$ cat config.mk
export PLATFORM = sky130hd
export DESIGN_NAME = tbs_interp
export DESIGN_NICKNAME = d
export VERILOG_FILES = /design/src/sv/triangle_barycentric_shader_top_assert.svh /design/src/sv/tbs_pkg.sv /design/src/sv/tbs_interp.sv
export SDC_FILE = /design/constraint.sdc
export NUM_CORES = 2
export LEC_CHECK = 0
export ABC_CLOCK_PERIOD_IN_PS = 7300
export BUFFER_PORTS_ARGS = -buffer_cell sky130_fd_sc_hd__buf_4
export CORE_ASPECT_RATIO = 0.7
export CORE_MARGIN = 8
export CORE_UTILIZATION = 60
export CTS_CLUSTER_SIZE = 28
export DETAILED_ROUTE_END_ITERATION = 10
export PLACE_DENSITY = 0.78
export SYNTH_ARGS = -nofsm -noshare
export SYNTH_HDL_FRONTEND = slang
export SYNTH_SLANG_ARGS = --single-unit
$ cat constraint.sdc
create_clock -name i_clk -period 7.3 [get_ports i_clk]
set_clock_uncertainty 0.1 [all_clocks]
set_input_delay 0.365 -clock i_clk [delete_from_list [all_inputs] [get_ports i_clk]]
set_output_delay 0.365 -clock i_clk [all_outputs]
set_load 0.03 [all_outputs]
$ cat src/sv/triangle_barycentric_shader_top_assert.svh
// Assertion macros for the triangle barycentric shader.
`ifndef TRIANGLE_BARYCENTRIC_SHADER_TOP_ASSERT_SVH
`define TRIANGLE_BARYCENTRIC_SHADER_TOP_ASSERT_SVH

// Same-cycle implication, disabled during reset.
`define TBS_ASSERT_IMP(label, clk, rst_n, ante, cons) \
    label: assert property (@(posedge clk) disable iff (!rst_n) (ante) |-> (cons)) \
        else $error("shader assertion failed");

// Next-cycle implication, disabled during reset.
`define TBS_ASSERT_NXT(label, clk, rst_n, ante, cons) \
    label: assert property (@(posedge clk) disable iff (!rst_n) (ante) |=> (cons)) \
        else $error("shader assertion failed");

`endif

$ cat src/sv/tbs_pkg.sv
// Shared types and constants for the triangle barycentric shader.
`timescale 1ns / 1ps
package tbs_pkg;

    localparam int X_BITS_DEF = 10;
    localparam int Y_BITS_DEF = 10;
    localparam int PIX_W      = 10;
    localparam int CHAN_W     = 8;
    localparam int NCHAN      = 3;
    localparam int COLOR_W    = CHAN_W * NCHAN;
    localparam int DIV_STAGES = CHAN_W;
    localparam int CFG_IDX_W  = 3;

    typedef enum logic [CFG_IDX_W-1:0] {
        CFG_A_POS   = 3'd0,
        CFG_B_POS   = 3'd1,
        CFG_C_POS   = 3'd2,
        CFG_A_COLOR = 3'd3,
        CFG_B_COLOR = 3'd4,
        CFG_C_COLOR = 3'd5
    } t_cfg_index;

    typedef struct packed {
        logic [PIX_W-1:0] pixel_x;
        logic [PIX_W-1:0] pixel_y;
    } t_pixel;

    typedef struct packed {
        logic              covered;
        logic [CHAN_W-1:0] chan0;
        logic [CHAN_W-1:0] chan1;
        logic [CHAN_W-1:0] chan2;
        logic              degenerate;
    } t_result;

    typedef struct packed {
        logic valid;
        logic covered;
        logic degenerate;
    } t_ctl;

endpackage

$ cat src/sv/tbs_interp.sv
// Color numerator pipeline: weight times channel products, then sums with rounding.
`timescale 1ns / 1ps
module tbs_interp #(
    parameter int X_BITS = tbs_pkg::X_BITS_DEF,
    parameter int Y_BITS = tbs_pkg::Y_BITS_DEF,
    localparam int AW = X_BITS + Y_BITS + 1,
    localparam int NW = AW + tbs_pkg::CHAN_W
) (
    input  logic                                    i_clk,
    input  logic                                    i_rst_n,
    input  tbs_pkg::t_ctl                           i_ctl,
    input  logic [AW-1:0]                           i_wa,
    input  logic [AW-1:0]                           i_wb,
    input  logic [AW-1:0]                           i_wc,
    input  logic [AW-1:0]                           i_area,
    input  logic [tbs_pkg::COLOR_W-1:0]             i_a_color,
    input  logic [tbs_pkg::COLOR_W-1:0]             i_b_color,
    input  logic [tbs_pkg::COLOR_W-1:0]             i_c_color,
    output tbs_pkg::t_ctl                           o_ctl,
    output logic [AW-1:0]                           o_area,
    output logic [tbs_pkg::NCHAN-1:0][NW-1:0]       o_num
);

    tbs_pkg::t_ctl r_ctl4;
    logic [AW-1:0] r_area4;
    logic [tbs_pkg::NCHAN-1:0][NW-1:0] r_pa, r_pb, r_pc;

    always_ff @(posedge i_clk) begin
        if (!i_rst_n) begin
            r_ctl4 <= '0;
            o_ctl  <= '0;
        end else begin
            r_ctl4 <= i_ctl;
            o_ctl  <= r_ctl4;
        end
    end

    always_ff @(posedge i_clk) begin
        r_area4 <= i_area;
        o_area  <= r_area4;
        for (int k = 0; k < tbs_pkg::NCHAN; k++) begin
            r_pa[k]  <= i_wa * i_a_color[tbs_pkg::CHAN_W*k +: tbs_pkg::CHAN_W];
            r_pb[k]  <= i_wb * i_b_color[tbs_pkg::CHAN_W*k +: tbs_pkg::CHAN_W];
            r_pc[k]  <= i_wc * i_c_color[tbs_pkg::CHAN_W*k +: tbs_pkg::CHAN_W];
            o_num[k] <= r_pa[k] + r_pb[k] + r_pc[k] + NW'(r_area4 >> 1);
        end
    end

endmodule

-- After elaboration in Yosys (flattened, before gate mapping)
Cells that the tools add are included.
- flip-flop bits (word level): 396
- output and inout bits: 111
- word-level logic and storage cells: 38
- add/subtract/negate cells: 9
- $mul: 9
- operators with widths (kind ; number):
    21-bit by 8-bit multiplier with 29-bit output ; 9
    29-bit adder ; 6
    29-bit by 20-bit adder with 29-bit output ; 3

-- Longest topological paths before layout
- depth after elaboration: 3
- gate-level depth with buffers: 21
- mapped depth without buffers: 19

-- Worst setup path before layout
Ideal clock, no wire load.
- kind: in2reg
- from: input port i_wb[5]
- to: register r_pb[56] (netlist bit)
- arrival time: 4.670 ns
- cell stages on the path: 19
- data required time: 7.079 ns
- slack: 2.410 ns
- cell sequence: clkbuf_1 > nand2_1 > fa_1 > fa_1 > inv_1 > fa_1 > inv_1 > fa_1 > inv_1 > ha_1 > o21a_1 > o31a_1 > o21ai_2 > a211oi_1 > nor4_1 > o41a_1 > a311oi_2 > or4_1 > nand3_1
- word-level cells in the longest chain between the ends: 1
- RTL lines (element ; line ; RTL):
    start: declaration ; tbs_interp.sv:13 ; input logic [AW-1:0] i_wb,
    21-bit by 8-bit multiplier with 29-bit output ; tbs_interp.sv:43 ; r_pb[k] <= i_wb * i_b_color[tbs_pkg::CHAN_W*k +: tbs_pkg::CHAN_W];
    end signal: indexed assignment ; tbs_interp.sv:43 ;
    end: declaration ; tbs_interp.sv:26 ; logic [tbs_pkg::NCHAN-1:0][NW-1:0] r_pa, r_pb, r_pc;
Every way passes these cells.
A chain may end at the register's enable or synchronous reset.

-- Worst setup path in the final report
- from: input port i_wb[5]
- to: register r_pb[27] (netlist bit)
The elaborated chain is that of the path after synthesis.

==> results.toml <==
[final_layout]
final_common_cell = "fa_1"
seq_area_um2 = 7930
fin_nets = 8568
num-fill-cells = 8214
final_layout_size_suffix_gt1_share_pct = 5.94
area_growth_pct = 7.19
fin_cells = 8082
multi_input_area_um2 = 49100
mostFrequentLayoutCells = "fa_1 (1170), inv_1 (1068), and2_1 (1051), nand2_1 (597), ha_1 (549)"

[timing]
grt_setup_unrepaired = "no"
drv_slew = 0
period_minus_slack_ns = 5.14
relSlewSlack_pct = 45.8
finalCritPeriodShare_pct = 70.5
tns_ns = 0
worst_slack_ns = 2.16
setup_viol = 0
worst_pin_slew_ns = 0.808
fmax_mhz = 194
hold_viol = 0

[clock_network]
cts_tree = "done"
worstSkewPairLatency_ns = 0.62
htree_levels = 2
cts_buffers = 42
path_clk_slew_ns = 0.06
cts_sinks = 396
clock_path_buffers = 3
post_cts_resized = 0
cts_root_buffer = "clkbuf_16"

[detailed_routing]
vias_per_cell = 5.74
wire_per_inst_um = 21.2
first_pass_iters = 5
antenna_left = 0
drc_errors = 0
routed_wl_um = 171000
drt_iter0_markers = 3972
vias = 46400

[global_route]
busiest_layer = "met2"
met1_usage_pct = 43.0
grt_pass1_vias = 48000
grt_pass1_wl_um = 271000
grt_overflow_total = 0
antenna_found_initial = 15
grt_max_degree = 25
groute.usage.overall_pct = 30.0
use_met2_pct = 46.2
grt_use_met3_pct = 6.28

[yosys]
synth_top_family_by_area = "adder cells"
synth-edff-count = 0
synth_area_leaders = "fa_1 (38%), dfxtp_1 (13%), ha_1 (11%)"
synth-simple-area-share_pct = 18.1
seq_area_frac_synth_pct = 12.8
syn_nets = 8520
ys_types = 86
syn_inst = 6640
ys_warn_count = 0
synthAdderAreaFrac_pct = 48.7
syn_avg_cell_area_um2 = 9.36
yosys-mux-area-fraction_pct = 0.0503
ys_seq_elements = 396
synth-xor-area-share_pct = 3.90
yosysTopAreaCellShare_pct = 37.7
async_flop_share_pct = 0
synthFlopType = "dfxtp_1"
synth_area_um2 = 62200
synth_compound_area_share_pct = 8.26
synth_top_cell_by_area = "fa_1"

[floorplanning]
die_h_um = 285
core_um2 = 102000
io_pins = 272
rows = 98
dieArea_um2 = 114000
start_util_pct = 60.7
die_w_um = 401

[setup_path]
worstPathRequired_ns = 7.69
arrival_ns = 5.53
crit_type = "in2reg"
cp-start-kind = "input pin"
worstSetupEndpointType = "flip-flop"
rrSetupSlack_ns = 2.72
crit_fanout = 24

[placement]
hpwl_um = 138000
finalWeightedCongestion = 0.984
post-place-cells = 7966
port_buffers = 271
dpl_worst_slack_ns = 1.73

[worst_hold_path]
hold_class = "in2reg"

[run_status]
status = "completed"

[flow_run]
max-cap-violations = 0
cell usage after synthesis, drive strengths merged, types with 8 or more instances:
master / count
a211oi: 28
a21boi: 13
a21o: 150
a21oi: 243
a311oi: 8
a31oi: 22
a41oi: 8
and2: 1051
and3: 38
clkbuf: 296
dfxtp: 396
fa: 1170
ha: 549
inv: 1068
nand2: 597
nand2b: 27
nand3: 50
nand3b: 8
nand4: 25
nor2: 153
nor2b: 47
nor3: 46
nor4: 8
o211ai: 16
o21a: 39
o21ai: 137
o21bai: 29
o31ai: 16
or2: 12
or3: 10
xnor2: 210
xor2: 67
flip-flops by register name (all words and copies together) (netlist names):
signal,count
o_ctl,3
r_area4,21
r_ctl4,3
r_pa,87
o_num,87
r_pb,87
r_pc,87
o_area,21
critical path: stages:
cell and delay [ns]:
buf_4 0.27, nand2_1 0.13, fa_1 0.52, fa_1 0.55
inv_1 0.05, fa_1 0.47, inv_1 0.05, fa_1 0.47
inv_1 0.04, ha_1 0.29, a21boi_0 0.56, o211ai_1 0.31
a21oi_1 0.41, nor2_1 0.13, o21bai_1 0.36, o211ai_1 0.18
a311o_1 0.37
area by class of cell:
| type | instances | area share [%] |
|---|---|---|
| multi-input combinational | 4878 | 73.7 |
| sequential | 396 | 11.9 |
| inverter | 1068 | 6.02 |
| timing repair buffer | 302 | 3.51 |
| tap | 1350 | 2.53 |
| clock buffer | 55 | 1.77 |
| clock inverter | 23 | 0.541 |
| antenna | 10 | 0.0375 |
through the flow:
stage / util [%] / cell area [um2] / hold slack [ns]
global placement: 63.3 / 64800 / 0.259
finish: 65.1 / 66600 / 0.0729
CTS: 65.1 / 66600 / 0.0359
detailed placement: 63.3 / 64800 / 0.262
global route: 65.1 / 66600 / 0.0618
floorplan: - / 62200 / 0.210
path summary, 6_finish.rpt:
kind	cells past startpoint	from	endpoint
worst max register to register	11	r_area4[10]$_DFF_P_	o_num[84]$_DFF_P_
worst min-delay path	2	i_wc[0]	r_pc[29]$_DFF_P_
worst max-delay path	17	i_wb[5]	r_pb[27]$_DFF_P_
worst min register to register	0	r_area4[0]$_DFF_P_	o_area[0]$_DFF_P_
cells by family (layout without fill, tap and decap cells):
family	count (synthesis)	in the layout
buffers and inverters	1366	1448
AND/OR/NAND/NOR	2100	2100
XOR/XNOR	277	277
multiplexers	3	3
flip-flops	396	396
AO/OA/AOI/OAI	779	779
other	0	10
adder cells (fa/ha/maj)	1719	1719
timing repair:
item | in CTS | in global routing
hold buffers | 28 | 0
endpoints found under the hold margin | 27 | 0
buffers inserted | 0 | 0
routing by layer:
metal	vias to the layer above	share of wire (%)
met5	-	0.0076
li1	20700	-
met3	250	9.7
met4	2	3.2
met1	23500	43
met2	1931	44
Power is left out: the tool's default activity adds up to more than one toggle a clock period on the data nets, which glitch-free logic cannot reach.
