`src/sv/triangle_barycentric_shader_top_assert.svh`:
```
// Assertion macros for the triangle barycentric shader.
`ifndef TRIANGLE_BARYCENTRIC_SHADER_TOP_ASSERT_SVH
`define TRIANGLE_BARYCENTRIC_SHADER_TOP_ASSERT_SVH

// Same-cycle implication, disabled during reset.
`define TBS_ASSERT_IMP(label, clk, rst_n, ante, cons) \
    label: assert property (@(posedge clk) disable iff (!rst_n) (ante) |-> (cons)) \
        else $error("shader assertion failed");

// Next-cycle implication, disabled during reset.
`define TBS_ASSERT_NXT(label, clk, rst_n, ante, cons) \
    label: assert property (@(posedge clk) disable iff (!rst_n) (ante) |=> (cons)) \
        else $error("shader assertion failed");

`endif

```
`src/sv/tbs_pkg.sv`:
```
// Shared types and constants for the triangle barycentric shader.
`timescale 1ns / 1ps
package tbs_pkg;

    localparam int X_BITS_DEF = 10;
    localparam int Y_BITS_DEF = 10;
    localparam int PIX_W      = 10;
    localparam int CHAN_W     = 8;
    localparam int NCHAN      = 3;
    localparam int COLOR_W    = CHAN_W * NCHAN;
    localparam int DIV_STAGES = CHAN_W;
    localparam int CFG_IDX_W  = 3;

    typedef enum logic [CFG_IDX_W-1:0] {
        CFG_A_POS   = 3'd0,
        CFG_B_POS   = 3'd1,
        CFG_C_POS   = 3'd2,
        CFG_A_COLOR = 3'd3,
        CFG_B_COLOR = 3'd4,
        CFG_C_COLOR = 3'd5
    } t_cfg_index;

    typedef struct packed {
        logic [PIX_W-1:0] pixel_x;
        logic [PIX_W-1:0] pixel_y;
    } t_pixel;

    typedef struct packed {
        logic              covered;
        logic [CHAN_W-1:0] chan0;
        logic [CHAN_W-1:0] chan1;
        logic [CHAN_W-1:0] chan2;
        logic              degenerate;
    } t_result;

    typedef struct packed {
        logic valid;
        logic covered;
        logic degenerate;
    } t_ctl;

endpackage

```
`src/sv/tbs_div_stage.sv`:
```
// One restoring division step: resolves one quotient bit for all channels.
`timescale 1ns / 1ps
module tbs_div_stage #(
    parameter int X_BITS = tbs_pkg::X_BITS_DEF,
    parameter int Y_BITS = tbs_pkg::Y_BITS_DEF,
    parameter int BIT    = 0,
    localparam int AW = X_BITS + Y_BITS + 1,
    localparam int NW = AW + tbs_pkg::CHAN_W
) (
    input  logic                                          i_clk,
    input  logic                                          i_rst_n,
    input  tbs_pkg::t_ctl                                 i_ctl,
    input  logic [AW-1:0]                                 i_area,
    input  logic [tbs_pkg::NCHAN-1:0][NW-1:0]             i_rem,
    input  logic [tbs_pkg::NCHAN-1:0][tbs_pkg::CHAN_W-1:0] i_quo,
    output tbs_pkg::t_ctl                                 o_ctl,
    output logic [AW-1:0]                                 o_area,
    output logic [tbs_pkg::NCHAN-1:0][NW-1:0]             o_rem,
    output logic [tbs_pkg::NCHAN-1:0][tbs_pkg::CHAN_W-1:0] o_quo
);

    logic [NW-1:0]              dvs;
    logic [tbs_pkg::CHAN_W-1:0] qbit;
    assign dvs  = NW'(i_area) << BIT;
    assign qbit = tbs_pkg::CHAN_W'(1) << BIT;

    always_ff @(posedge i_clk) begin
        if (!i_rst_n) begin
            o_ctl <= '0;
        end else begin
            o_ctl <= i_ctl;
        end
    end

    always_ff @(posedge i_clk) begin
        o_area <= i_area;
        for (int k = 0; k < tbs_pkg::NCHAN; k++) begin
            if (i_rem[k] >= dvs) begin
                o_rem[k] <= i_rem[k] - dvs;
                o_quo[k] <= i_quo[k] | qbit;
            end else begin
                o_rem[k] <= i_rem[k];
                o_quo[k] <= i_quo[k];
            end
        end
    end

endmodule

```
`config.mk`:
```
export PLATFORM = sky130hd
export DESIGN_NAME = tbs_div_stage
export DESIGN_NICKNAME = d
export VERILOG_FILES = /design/src/sv/triangle_barycentric_shader_top_assert.svh /design/src/sv/tbs_pkg.sv /design/src/sv/tbs_div_stage.sv
export SDC_FILE = /design/constraint.sdc
export NUM_CORES = 1
export LEC_CHECK = 0
export BUFFER_PORTS_ARGS = -buffer_cell sky130_fd_sc_hd__buf_2
export CORE_MARGIN = 3
export CORE_UTILIZATION = 25
export DETAILED_ROUTE_END_ITERATION = 8
export MAX_ROUTING_LAYER = met4
export PLACE_DENSITY = 0.56
export SKIP_CTS_REPAIR_TIMING = 1
export SYNTH_ARGS = -nofsm -noshare
export SYNTH_HDL_FRONTEND = slang
export SYNTH_SLANG_ARGS = --single-unit
```
`constraint.sdc`:
```
create_clock -name i_clk -period 10.45 [get_ports i_clk]
set_input_delay 3.135 -clock i_clk [delete_from_list [all_inputs] [get_ports i_clk]]
set_output_delay 3.135 -clock i_clk [all_outputs]
set_load 0.01 [all_outputs]
```
### Word-level counts from Yosys, hierarchy flattened

Index checks and enable logic that the tools add are counted.

| storage, ports and cells | value |
|---|---|
| register bits after elaboration | 135 |
| input port bits | 137 |
| output and inout port bits | 135 |
| word-level logic and storage cells | 22 |

| operators by class | value |
|---|---|
| $add $sub $neg | 3 |
| $lt $le $gt $ge | 3 |
| mux-type cells | 3 |

Operator list:

| kind | count |
|---|---|
| greater-or-equal comparator 29 x 21 -> 1 bit | 3 |
| two-way mux 29 bit | 3 |
| subtractor 29 x 21 -> 29 bit | 3 |

### Longest topological paths before layout

| logic depth | value |
|---|---|
| depth in word-level cells | 2 |
| gate-level depth with buffers | 13 |

### Worst setup path before layout

No wires, ideal clock.

| timing path | value |
|---|---|
| kind | input to register |
| from | input i_area[7] |
| to | register o_rem[32] in the netlist's numbering |
| arrival time | 5331 ps |
| slack | 4996 ps |
| stages on the path | 10 |
| buffers on the path | 1 |
| cell sequence | inv_1 ha_1 a21o_1 a31o_2 a221o_1 o2111ai_1 nand3_1 a21oi_2 buf_6 mux2_1 |

| between the ends | value |
|---|---|
| word-level cells in the longest chain between the ends | 2 |

RTL lines:

| element | line | source |
|---|---|---|
| start, declared | tbs_div_stage.sv:13 | `input logic [AW-1:0] i_area,` |
| greater-or-equal comparator 29 x 21 -> 1 bit | tbs_div_stage.sv:38 | `if (i_rem[k] >= dvs) begin` |
| two-way mux 29 bit | tbs_div_stage.sv:38 |  |
| end signal, assigned by index | tbs_div_stage.sv:39 | `o_rem[k] <= i_rem[k] - dvs;` |
| end signal, assigned by index | tbs_div_stage.sv:42 | `o_rem[k] <= i_rem[k];` |
| end, declared | tbs_div_stage.sv:18 | `output logic [tbs_pkg::NCHAN-1:0][NW-1:0] o_rem,` |

No other way between the ends.
A chain may end at the register's enable or synchronous reset.

### Final worst setup path

| timing path | value |
|---|---|
| from | input i_area[20] |
| to | register o_rem[82] in the netlist's numbering |

| between the ends | value |
|---|---|
| word-level cells in the longest chain between the ends | 2 |

RTL lines:

| element | line |
|---|---|
| subtractor 29 x 21 -> 29 bit / greater-or-equal comparator 29 x 21 -> 1 bit (equally long branches) | tbs_div_stage.sv:39, tbs_div_stage.sv:38 |
| two-way mux 29 bit * | tbs_div_stage.sv:38 |

Every way passes the cells marked *; elsewhere a longest branch is shown, timed or not.

==> flow_metrics.py <==
metrics = {
    "status": {
        "status": "finished clean",
    },
    "timing": {
        "hold_violations": 0,
        "slew-limit-headroom": 0.494,
        "slew_violations": 0,
        "setup_tns_ns": 0,
        "clock.fmax_mhz": 167,
        "tightest_slew_ns": 0.756,
        "rsz0062_at_grt": "no",
        "finalSetupViolCount": 0,
        "fin_crit_ns": 5.99,
        "period_share": 0.573,
    },
    "route": {
        "routed_wl_um": 25400,
        "drt_drc_violations_left": 0,
        "antenna_left": 0,
        "drtPass1Iterations": 5,
        "drtIter0Drc": 420,
        "detail_route.wl_per_cell_um": 16.7,
        "routed_via_density": 4.66,
        "vias": 7090,
    },
    "cells_and_area": {
        "final_util": 0.338,
        "syn_to_final_growth_pct": 31.5,
        "final_common_cell": "buf_2",
        "drive_gt1_frac": 0.291,
        "final_cell_mix": "271 x buf_2, 135 x dfxtp_1, 75 x nand2_1, 68 x a21oi_1, 64 x o21ai_0",
        "nets": 1322,
    },
    "synth": {
        "ys_async_sr_fraction": 0,
        "ys_seq_area_frac": 0.362,
        "syn_inst": 856,
        "syn_nets": 1059,
        "syn_area_per_cell_um2": 8.72,
        "syn_area_um2": 7470,
        "yosys_warnings": 0,
        "synth-seq-cells": 135,
        "ys.flop_type": "dfxtp_1",
        "yosysUniqueCellTypes": 74,
        "synth-edff-count": 0,
    },
    "cts": {
        "clockBufferDepth": 2,
        "cts-root-buf": "clkbuf_16",
        "htree_num_levels": 4,
        "clk_pin_slew_ns": 0.06,
        "clock-sinks": 135,
        "cts_inserted_buffers": 17,
        "cts_tree": "yes",
    },
    "power": {
        "p_switching_mw": 0.516,
        "pwr-share-comb": 0.253,
        "powerDensity_nw_per_um2": 170,
        "vdd_drop_max_v": 0.000100,
        "seq_power_share": 0.360,
        "p_clk_frac": 0.387,
        "power.leakage_nw": 4.56,
        "swShare": 0.309,
        "p_int_mw": 1.16,
    },
    "grt": {
        "grt_max_degree": 44,
        "antenna_found_initial": 4,
        "overflow": 0,
        "track_usage": 0.162,
        "grt_pass1_wl_um": 38200,
        "grt_pass1_vias": 7016,
    },
    "floorplan": {
        "fp.dieH_um": 179,
        "core-area_um2": 29100,
        "die_area_um2": 32000,
        "die_w_um": 179,
        "row_count": 62,
        "start_util": 0.257,
        "ios": 272,
    },
    "critical_path": {
        "slowest_delay_ns": 0.56,
        "cp.arrival_ns": 6.35,
        "critical_path_class": "in -> reg",
        "critPathCaptureType": "flop",
        "critPathTopFamily": "simple AND/OR/NAND/NOR gates",
        "crit_start": "i_area[20]",
        "cp.buffers_inverters": 2,
        "crit_fanout": 43,
        "crit_chain": "buf_2 > inv_1 > ha_1 > nor4b_1 > nand4_1 > or4_1 > and3_4 > nand2_2 > nor4b_2 > a21boi_0 > xor2_1",
        "worstSetupStartpointType": "input pin",
        "cp_slowest_cell": "nand2_2",
        "critPathRequiredTime_ns": 10.81,
    },
    "placement": {
        "io_buffers": 271,
        "hpwlAfterDp_um": 20900,
        "place_congestion": 0.844,
    },
    "hold_path": {
        "min_path_type": "in -> reg",
        "whs_endpoint": "o_quo[6]",
        "hp-start": "i_quo[6]",
        "holdPathStages": 1,
    },
    "flow_run": {
        "maxCapViolCount": 0,
    },
}
-- final cells by class --
| cell class | instances | area [um^2] |
|---|---|---|
| flip-flops and latches | 135 | 2700 |
| repair buffers | 273 | 1370 |
| clock inverters | 12 | 164 |
| inverters | 39 | 146 |
| well taps | 384 | 480 |
| fillers | 3115 | 19300 |
| clock buffers | 20 | 457 |
| multi-input cells | 653 | 4490 |
| diodes | 4 | 10.0 |
-- sequential cells by signal, summed over array words and instances, names as in the netlist --
register and cells:
o_area 21, o_rem 87, o_ctl 3, o_quo 24
-- kinds of logic after synthesis --
logic type	count (synthesis)	share of synthesized area
buffers and inverters	68	0.0377
and+or+nand+nor	263	0.183
muxes	4	0.00570
xor gates and xnor gates	64	0.0751
DFF	135	0.362
AOI/OAI and AO/OA	256	0.223
adders and majority gates	66	0.114
-- Yosys cell counts (4+ instances only) --
| cell | instances | area share |
|---|---|---|
| dfxtp_1 | 135 | 0.36 |
| nand2_1 | 75 | 0.038 |
| a21oi_1 | 68 | 0.046 |
| o21ai_0 | 64 | 0.043 |
| ha_1 | 63 | 0.11 |
| nor2_1 | 61 | 0.031 |
| inv_1 | 39 | 0.020 |
| xnor2_1 | 38 | 0.045 |
| a21o_1 | 31 | 0.031 |
| xor2_1 | 26 | 0.031 |
| nand2b_1 | 19 | 0.016 |
| nand4_1 | 18 | 0.015 |
| clkbuf_1 | 17 | 0.0085 |
| nand3_1 | 16 | 0.011 |
| nor3_1 | 13 | 0.0087 |
| o21a_1 | 13 | 0.013 |
| nor2b_1 | 9 | 0.0075 |
| a211oi_1 | 8 | 0.0080 |
| buf_2 | 8 | 0.0054 |
| o21bai_1 | 8 | 0.0080 |
| o31a_1 | 8 | 0.0094 |
| and3_1 | 7 | 0.0059 |
| a31oi_1 | 6 | 0.0050 |
| and2_1 | 6 | 0.0050 |
| o31ai_1 | 6 | 0.0060 |
| or3_1 | 6 | 0.0050 |
| and4_1 | 5 | 0.0059 |
| o21ai_1 | 4 | 0.0027 |
| or2_2 | 4 | 0.0034 |
| or4_1 | 4 | 0.0040 |
-- routing by layer --
metal,global-route usage,routed length (um)
met1,0.192,11100
met2,0.265,12000
met3,0.0466,1910
met5,-,0
met4,0.0516,437
-- stage by stage --
step                      hold WS [ns]  instance area (um^2)  cells  worst slack [ns]  power (mW)
after global routing              2.78                  9820   1520              4.25        1.77
after global placement            3.24                  9190   1484              4.10        1.04
final                             2.81                  9820   1520              4.46        1.67
after detailed placement          3.24                  9190   1484              4.03        1.04
after floorplan                   3.16                  7470    856              5.00       0.865
after CTS                         2.78                  9810   1516              4.49        1.70
-- power by group through the flow --
stage               combinational (mW)  sequential [mW]  clock, mW
global placement                 0.428            0.612          0
floorplan                        0.214            0.651          0
global route                     0.471            0.608      0.689
detailed placement               0.425            0.613          0
finish                           0.423            0.602      0.646
CTS                              0.428            0.603      0.672
-- worst max-delay path by stage --
stage	end	cells after the start
finish	o_rem[82]	11
global route	o_rem[82]	11
CTS	o_rem[82]	11
detailed placement	o_rem[82]	11
global placement	o_rem[82]	11
floorplan	o_rem[32]	10
Power figures use the tool's default switching activity.
