===== src/sv/triangle_barycentric_shader_top_assert.svh =====
// Assertion macros for the triangle barycentric shader.
`ifndef TRIANGLE_BARYCENTRIC_SHADER_TOP_ASSERT_SVH
`define TRIANGLE_BARYCENTRIC_SHADER_TOP_ASSERT_SVH

// Same-cycle implication, disabled during reset.
`define TBS_ASSERT_IMP(label, clk, rst_n, ante, cons) \
    label: assert property (@(posedge clk) disable iff (!rst_n) (ante) |-> (cons)) \
        else $error("shader assertion failed");

// Next-cycle implication, disabled during reset.
`define TBS_ASSERT_NXT(label, clk, rst_n, ante, cons) \
    label: assert property (@(posedge clk) disable iff (!rst_n) (ante) |=> (cons)) \
        else $error("shader assertion failed");

`endif


===== src/sv/tbs_pkg.sv =====
// Shared types and constants for the triangle barycentric shader.
`timescale 1ns / 1ps
package tbs_pkg;

    localparam int X_BITS_DEF = 10;
    localparam int Y_BITS_DEF = 10;
    localparam int PIX_W      = 10;
    localparam int CHAN_W     = 8;
    localparam int NCHAN      = 3;
    localparam int COLOR_W    = CHAN_W * NCHAN;
    localparam int DIV_STAGES = CHAN_W;
    localparam int CFG_IDX_W  = 3;

    typedef enum logic [CFG_IDX_W-1:0] {
        CFG_A_POS   = 3'd0,
        CFG_B_POS   = 3'd1,
        CFG_C_POS   = 3'd2,
        CFG_A_COLOR = 3'd3,
        CFG_B_COLOR = 3'd4,
        CFG_C_COLOR = 3'd5
    } t_cfg_index;

    typedef struct packed {
        logic [PIX_W-1:0] pixel_x;
        logic [PIX_W-1:0] pixel_y;
    } t_pixel;

    typedef struct packed {
        logic              covered;
        logic [CHAN_W-1:0] chan0;
        logic [CHAN_W-1:0] chan1;
        logic [CHAN_W-1:0] chan2;
        logic              degenerate;
    } t_result;

    typedef struct packed {
        logic valid;
        logic covered;
        logic degenerate;
    } t_ctl;

endpackage


===== src/sv/tbs_edge.sv =====
// Edge function and signed area pipeline: pixel offsets, products, weights.
`timescale 1ns / 1ps
module tbs_edge #(
    parameter int X_BITS = tbs_pkg::X_BITS_DEF,
    parameter int Y_BITS = tbs_pkg::Y_BITS_DEF,
    localparam int POS_W = X_BITS + Y_BITS,
    localparam int PW    = X_BITS + Y_BITS + 2,
    localparam int EW    = PW + 1,
    localparam int AW    = X_BITS + Y_BITS + 1
) (
    input  logic               i_clk,
    input  logic               i_rst_n,
    input  logic               i_valid,
    input  logic [X_BITS-1:0]  i_px,
    input  logic [Y_BITS-1:0]  i_py,
    input  logic [POS_W-1:0]   i_a_pos,
    input  logic [POS_W-1:0]   i_b_pos,
    input  logic [POS_W-1:0]   i_c_pos,
    output tbs_pkg::t_ctl      o_ctl,
    output logic [AW-1:0]      o_wa,
    output logic [AW-1:0]      o_wb,
    output logic [AW-1:0]      o_wc,
    output logic [AW-1:0]      o_area
);

    logic [X_BITS-1:0] ax, bx, cx;
    logic [Y_BITS-1:0] ay, by, cy;
    logic signed [X_BITS:0] ecx_b, eax_c, ebx_a, ecx_a;
    logic signed [Y_BITS:0] ecy_b, eay_c, eby_a, ecy_a;

    assign ax = i_a_pos[X_BITS-1:0];
    assign bx = i_b_pos[X_BITS-1:0];
    assign cx = i_c_pos[X_BITS-1:0];
    assign ay = i_a_pos[POS_W-1:X_BITS];
    assign by = i_b_pos[POS_W-1:X_BITS];
    assign cy = i_c_pos[POS_W-1:X_BITS];

    assign ecx_b = $signed({1'b0, cx}) - $signed({1'b0, bx});
    assign ecy_b = $signed({1'b0, cy}) - $signed({1'b0, by});
    assign eax_c = $signed({1'b0, ax}) - $signed({1'b0, cx});
    assign eay_c = $signed({1'b0, ay}) - $signed({1'b0, cy});
    assign ebx_a = $signed({1'b0, bx}) - $signed({1'b0, ax});
    assign eby_a = $signed({1'b0, by}) - $signed({1'b0, ay});
    assign ecx_a = $signed({1'b0, cx}) - $signed({1'b0, ax});
    assign ecy_a = $signed({1'b0, cy}) - $signed({1'b0, ay});

    // area path, fed from configuration only
    logic signed [PW-1:0] r_ar0, r_ar1;
    logic signed [EW-1:0] r_area;

    always_ff @(posedge i_clk) begin
        r_ar0  <= ebx_a * ecy_a;
        r_ar1  <= eby_a * ecx_a;
        r_area <= EW'(r_ar0) - EW'(r_ar1);
    end

    // stage 1: pixel offsets
    tbs_pkg::t_ctl r_ctl1, r_ctl2, n_ctl3;
    logic signed [X_BITS:0] r_dpx_b, r_dpx_c, r_dpx_a;
    logic signed [Y_BITS:0] r_dpy_b, r_dpy_c, r_dpy_a;

    always_ff @(posedge i_clk) begin
        if (!i_rst_n) begin
            r_ctl1 <= '0;
            r_ctl2 <= '0;
            o_ctl  <= '0;
        end else begin
            r_ctl1 <= '{valid: i_valid, covered: 1'b0, degenerate: 1'b0};
            r_ctl2 <= r_ctl1;
            o_ctl  <= n_ctl3;
        end
    end

    always_ff @(posedge i_clk) begin
        r_dpx_b <= $signed({1'b0, i_px}) - $signed({1'b0, bx});
        r_dpx_c <= $signed({1'b0, i_px}) - $signed({1'b0, cx});
        r_dpx_a <= $signed({1'b0, i_px}) - $signed({1'b0, ax});
        r_dpy_b <= $signed({1'b0, i_py}) - $signed({1'b0, by});
        r_dpy_c <= $signed({1'b0, i_py}) - $signed({1'b0, cy});
        r_dpy_a <= $signed({1'b0, i_py}) - $signed({1'b0, ay});
    end

    // stage 2: products
    logic signed [PW-1:0] r_pa0, r_pa1, r_pb0, r_pb1, r_pc0, r_pc1;

    always_ff @(posedge i_clk) begin
        r_pa0 <= ecx_b * r_dpy_b;
        r_pa1 <= ecy_b * r_dpx_b;
        r_pb0 <= eax_c * r_dpy_c;
        r_pb1 <= eay_c * r_dpx_c;
        r_pc0 <= ebx_a * r_dpy_a;
        r_pc1 <= eby_a * r_dpx_a;
    end

    // stage 3: weights, normalized to positive area
    logic signed [EW-1:0] wa, wb, wc, wa_n, wb_n, wc_n, area_n;
    logic                 area_neg, cov;

    always_comb begin
        wa       = EW'(r_pa0) - EW'(r_pa1);
        wb       = EW'(r_pb0) - EW'(r_pb1);
        wc       = EW'(r_pc0) - EW'(r_pc1);
        area_neg = r_area[EW-1];
        wa_n     = area_neg ? -wa : wa;
        wb_n     = area_neg ? -wb : wb;
        wc_n     = area_neg ? -wc : wc;
        area_n   = area_neg ? -r_area : r_area;
        cov      = (r_area != '0) && !wa_n[EW-1] && !wb_n[EW-1] && !wc_n[EW-1];
        n_ctl3   = '{valid: r_ctl2.valid, covered: cov, degenerate: (r_area == '0)};
    end

    always_ff @(posedge i_clk) begin
        o_wa   <= cov ? AW'(wa_n) : '0;
        o_wb   <= cov ? AW'(wb_n) : '0;
        o_wc   <= cov ? AW'(wc_n) : '0;
        o_area <= AW'(area_n);
    end

endmodule


===== config.mk =====
export PLATFORM = sky130hd
export DESIGN_NAME = tbs_edge
export DESIGN_NICKNAME = d
export VERILOG_FILES = /design/src/sv/triangle_barycentric_shader_top_assert.svh /design/src/sv/tbs_pkg.sv /design/src/sv/tbs_edge.sv
export SDC_FILE = /design/constraint.sdc
export NUM_CORES = 2
export LEC_CHECK = 0
export ABC_AREA = 1
export BUFFER_PORTS_ARGS = -buffer_cell sky130_fd_sc_hd__buf_4
export CAP_MARGIN = 20
export CORE_ASPECT_RATIO = 0.7
export CORE_UTILIZATION = 35
export DETAILED_ROUTE_END_ITERATION = 10
export SYNTH_ARGS = -nofsm -noshare
export SYNTH_HDL_FRONTEND = slang
export SYNTH_SLANG_ARGS = --single-unit
export TNS_END_PERCENT = 5

===== constraint.sdc =====
create_clock -name i_clk -period 11.5 [get_ports i_clk]
set_input_delay 0 -clock i_clk [delete_from_list [all_inputs] [get_ports i_clk]]
set_output_delay 0 -clock i_clk [all_outputs]
set_load 0.02 [all_outputs]

[After elaboration in Yosys (flattened, before gate mapping)]
Cells that the tools add are included.
Widths: inputs -> output; s select.
Word-level totals
  register bits: 354
  latch bits: 0
  memories: 0
  memory bits (read-only): 0
  word-level logic and storage cells: 66
  output and inout bits: 87
  input bits: 83
  memory bits (writable): 0
Operators by class
  magnitude comparators: 0
  equality and inequality tests: 0
  muxes and demuxes: 4
  reduce and logical (&&, ||, !) cells: 8
  add/sub/neg operators: 22
  multiply operators: 8
  bitwise operators: 0
  shift operators: 0
  div/mod/pow operators: 0
Operators by type and width (number)
  $mul 11x11->22: 8
  $sub 10x10->11: 14
  $sub 22x22->23: 4
  $mux 23: 3
  $neg 23->23: 3
  $logic_not 23->1: 1
  $reduce_bool 23->1: 1
  $mux 21: 1
  $neg 21->21: 1
  $logic_and 1x1->1: 3
  $logic_not 1->1: 3

[Logic depth before layout (Yosys ltp)]
  depth after elaboration: 7
  depth in mapped cells: 40
  mapped depth without buffers: 39

[Worst setup path before layout]
No wires, ideal clock.
  path kind: input port to flip-flop
  start: input i_b_pos[0]
  end: register r_ar0[19]
  data required time: 11.428 ns
  setup time: 0.072 ns
  setup slack: 5.251 ns
  cell stages on the path: 32
  data arrival time: 6.178 ns
  path buffers: 1
  cells stage by stage: inv_1 ha_1 inv_1 fa_1 a31oi_1 o21a_1 or2_2 nand2_1 a21oi_1 or2_2 nand2_1 a21oi_1 clkbuf_1 nand2_1 fa_1 inv_1 fa_1 fa_1 fa_1 inv_1 fa_1 inv_1 ha_1 nand2_1 nor2_1 nand2_1 o211ai_1 a31oi_1 o21ai_0 a21boi_0 o21ai_0 xor2_1
On the way
  word-level cells in the longest chain between the ends: 2
Ends and longest elaborated chain
  start, declared: line tbs_edge.sv:17  | input logic [POS_W-1:0] i_b_pos,
  $sub 10x10->11: line tbs_edge.sv:42  | assign ebx_a = $signed({1'b0, bx}) - $signed({1'b0, ax});
  $mul 11x11->22: line tbs_edge.sv:52  | r_ar0 <= ebx_a * ecy_a;
  end signal, assigned: line tbs_edge.sv:52
  end, declared: line tbs_edge.sv:48  | logic signed [PW-1:0] r_ar0, r_ar1;
Every way passes these cells.
A chain may end at the register's enable or synchronous reset.

[Final worst setup path]
  start: input i_a_pos[1]
  end: register r_ar0[18]
On the way
  word-level cells in the longest chain between the ends: 2
Ends and longest elaborated chain
  start, declared: line tbs_edge.sv:16  | input logic [POS_W-1:0] i_a_pos,
  $sub 10x10->11: line tbs_edge.sv:42
  $mul 11x11->22: line tbs_edge.sv:52
Every way passes these cells.

==> run summary <==
Synth Register Bits: 354
DR WL/cell: 17.1 um
die span in x: 485 um
Worst-path clk slew: 0.07 ns
Die H: 340 um
Worst-Margin Slew: 1.13 ns
CP Capture Type: flip-flop
Post-synth EDFFs: 0
Top cell by count, worst path: nand2_1
worst-path fanout max: 13
status: finished, final reports clean
first-pass GRT wire length: 262000 um
P&R area growth vs syn: 11.3%
via/cell ratio: 4.71
ANT nets after route: 0
max_cap viols: 0
number of global-route vias before repair: 46.9k
Hold Vio Cnt, Final: 0
synth cell count leaders: inv_1, nand2_1, fa_1, nor2_1, ha_1
CP startpoint kind: input pin
Pre-Repair DR Iteration Count: 6
Critical Path RT: 12.04 ns
H-tree depth: 2
Synth top area share: 33.4%
Mapped Avg Cell Area: 8.07 um^2
Critical Path AT: 7.90 ns
Syn. warnings: 0
most common flop cell mapped by yosys: dfxtp_1
Layout Nets: 9006
worst path bufs/invs: 9
Hold Crit Class: in2reg
Clock Latency Late Sink: 0.66 ns
Setup Skew: 0.0587 ns
# placed instances: 9324
Synth Cell Area: 57200 um^2
Die ar.: 165000 um^2
area leader, netlist: fa_1
Max Clock Freq: 136 MHz
most numerous cell in the Yosys netlist: inv_1
sequential fraction of the synthesis area: 12.4%
layout cells sized above 1: 5.73%
post-layout min period: 7.36 ns
Yosys cell types: 48
routability cong.: 0.949
Gate Count Post-Synth: 7096
final worst slack: 4.14 ns
Remaining DRCs: 0
worst-case clock buffer depth: 3
max-slew violations: 0
largest net degree at the start of global routing: 39
initial DRC count: 2831
Crit-path slowest cell: dlygate4sd3_1
TritonCTS clock tree: built
Root Driver: clkbuf_16
DP Wirelength: 142000 um
Fill cells: 16.5k
Non-Filler Instances: 9525
CTS buffer count: 43
Area contributors post-synth: fa_1, ha_1, dfxtp_1
post-CTS setup buffer count: 0
core area: 161000 um^2
Buffers on Ports: 169
unrepaired setup endpoints after global routing: no
# rows: 123
Crit path max-delay family: adder cells
crit share post-route: 64.0%
clock sinks: 354
initial antenna violation count: 12
vias: 44.9k
CP Class: in2reg
Place WS: 4.18 ns
CP max stage delay: 0.58 ns
GR Util All Layers: 20.3%
Starting Density: 35.5%
Synth async-reset ratio: 0%
I/O pin total: 170
Final Setup Violations: 0
Rel. slew slack: 24.4%
Routed WL: 163000 um
setup TNS: 0 ns
syn nets: 8741
total grt overflow: 0
[repair_timing]
item,4_1_cts,5_1_grt
endpoints found under the setup margin,0,0
gates resized for setup,0,0
hold buffers,115,0
hold endpoints to repair,71,0
[metrics by stage]
step,hold WS [ns],utilization (%),instance area [um^2]
2_1_floorplan,0.0935,-,57200
3_3_place_gp,0.196,37.8,61000
5_1_grt,0.0243,39.5,63700
4_1_cts,0.00811,39.5,63700
6_report,0.0563,39.5,63700
3_5_place_dp,0.198,37.8,61000
[cells in the final DEF (no fill, tap or decap), drive strengths merged, types with 165 or more instances in the layout]
cell type,synthesis,routed
o21ai,165,165
buf,6,208
fa,956,956
dfxtp,354,354
xor2,230,230
nand2,1263,1263
ha,606,606
a21oi,314,314
inv,1798,1806
nor2,745,745
[registers in the layout (all words and copies together), names as in the netlist, 22 cells and up]
| signal | cells |
|---|---|
| r_area | 23 |
| r_ar0 | 22 |
| r_ar1 | 22 |
| r_pa0 | 22 |
| r_pa1 | 22 |
| r_pb0 | 22 |
| r_pb1 | 22 |
| r_pc0 | 22 |
| r_pc1 | 22 |
[cell families after synthesis]
| group | Yosys count | share of synthesized area (%) |
|---|---|---|
| AOI/OAI and AO/OA | 598 | 5.77 |
| xor gates and xnor gates | 374 | 5.76 |
| adders and majority gates | 1562 | 46.7 |
| buffers and inverters | 1923 | 12.7 |
| DFF | 354 | 12.4 |
| and+or+nand+nor | 2285 | 16.7 |
[metal layers]
metal	vias to the layer above	share of wire (%)	GRT usage, %
met1	21900	47	28.7
met3	202	5.9	2.74
met4	0	3.4	6.04
met5	-	0	0
li1	21600	-	-
met2	1242	44	32.1
[area by class of cell]
cell class                 count  area [um^2]  area share [%]
tap                         2125         2660            4.17
inverter                    1819         6830            10.7
antenna                        6         15.0          0.0236
multi-input combinational   4819        42900            67.3
clock buffer                  52         1150            1.80
sequential                   354         7090            11.1
timing repair buffer         324         2740            4.30
clock inverter                26          347           0.544
[worst register-to-register path: stages, from the launching register on]
cell and delay, ns:
dfxtp_1 0.66, nand2_1 0.16, fa_1 0.57, inv_1 0.05, fa_1 0.49, inv_1 0.05
fa_1 0.53, inv_1 0.05, fa_1 0.49, fa_1 0.41, ha_1 0.38, nand2_1 0.07
o21ai_0 0.30, inv_1 0.08, o21a_1 0.23, o21ai_0 0.29, a21boi_0 0.21, o21ai_0 0.23
xor2_1 0.18
[final timing paths]
check | start | endpoint | slack, ns | depth (start not counted)
min reg2reg | n_ctl3[2]$_SDFF_PN0_ | o_ctl[2]$_SDFF_PN0_ | 0.42 | 2
min | i_b_pos[13] | r_dpy_b[3]$_DFF_P_ | 0.06 | 4
max reg2reg | r_dpx_a[2]$_DFF_P_ | r_pc1[18]$_DFF_P_ | 5.96 | 18
max | i_a_pos[1] | r_ar0[18]$_DFF_P_ | 4.14 | 36
Power is left out: the tool's default activity adds up to more than one toggle a clock period on the data nets, which glitch-free logic cannot reach.
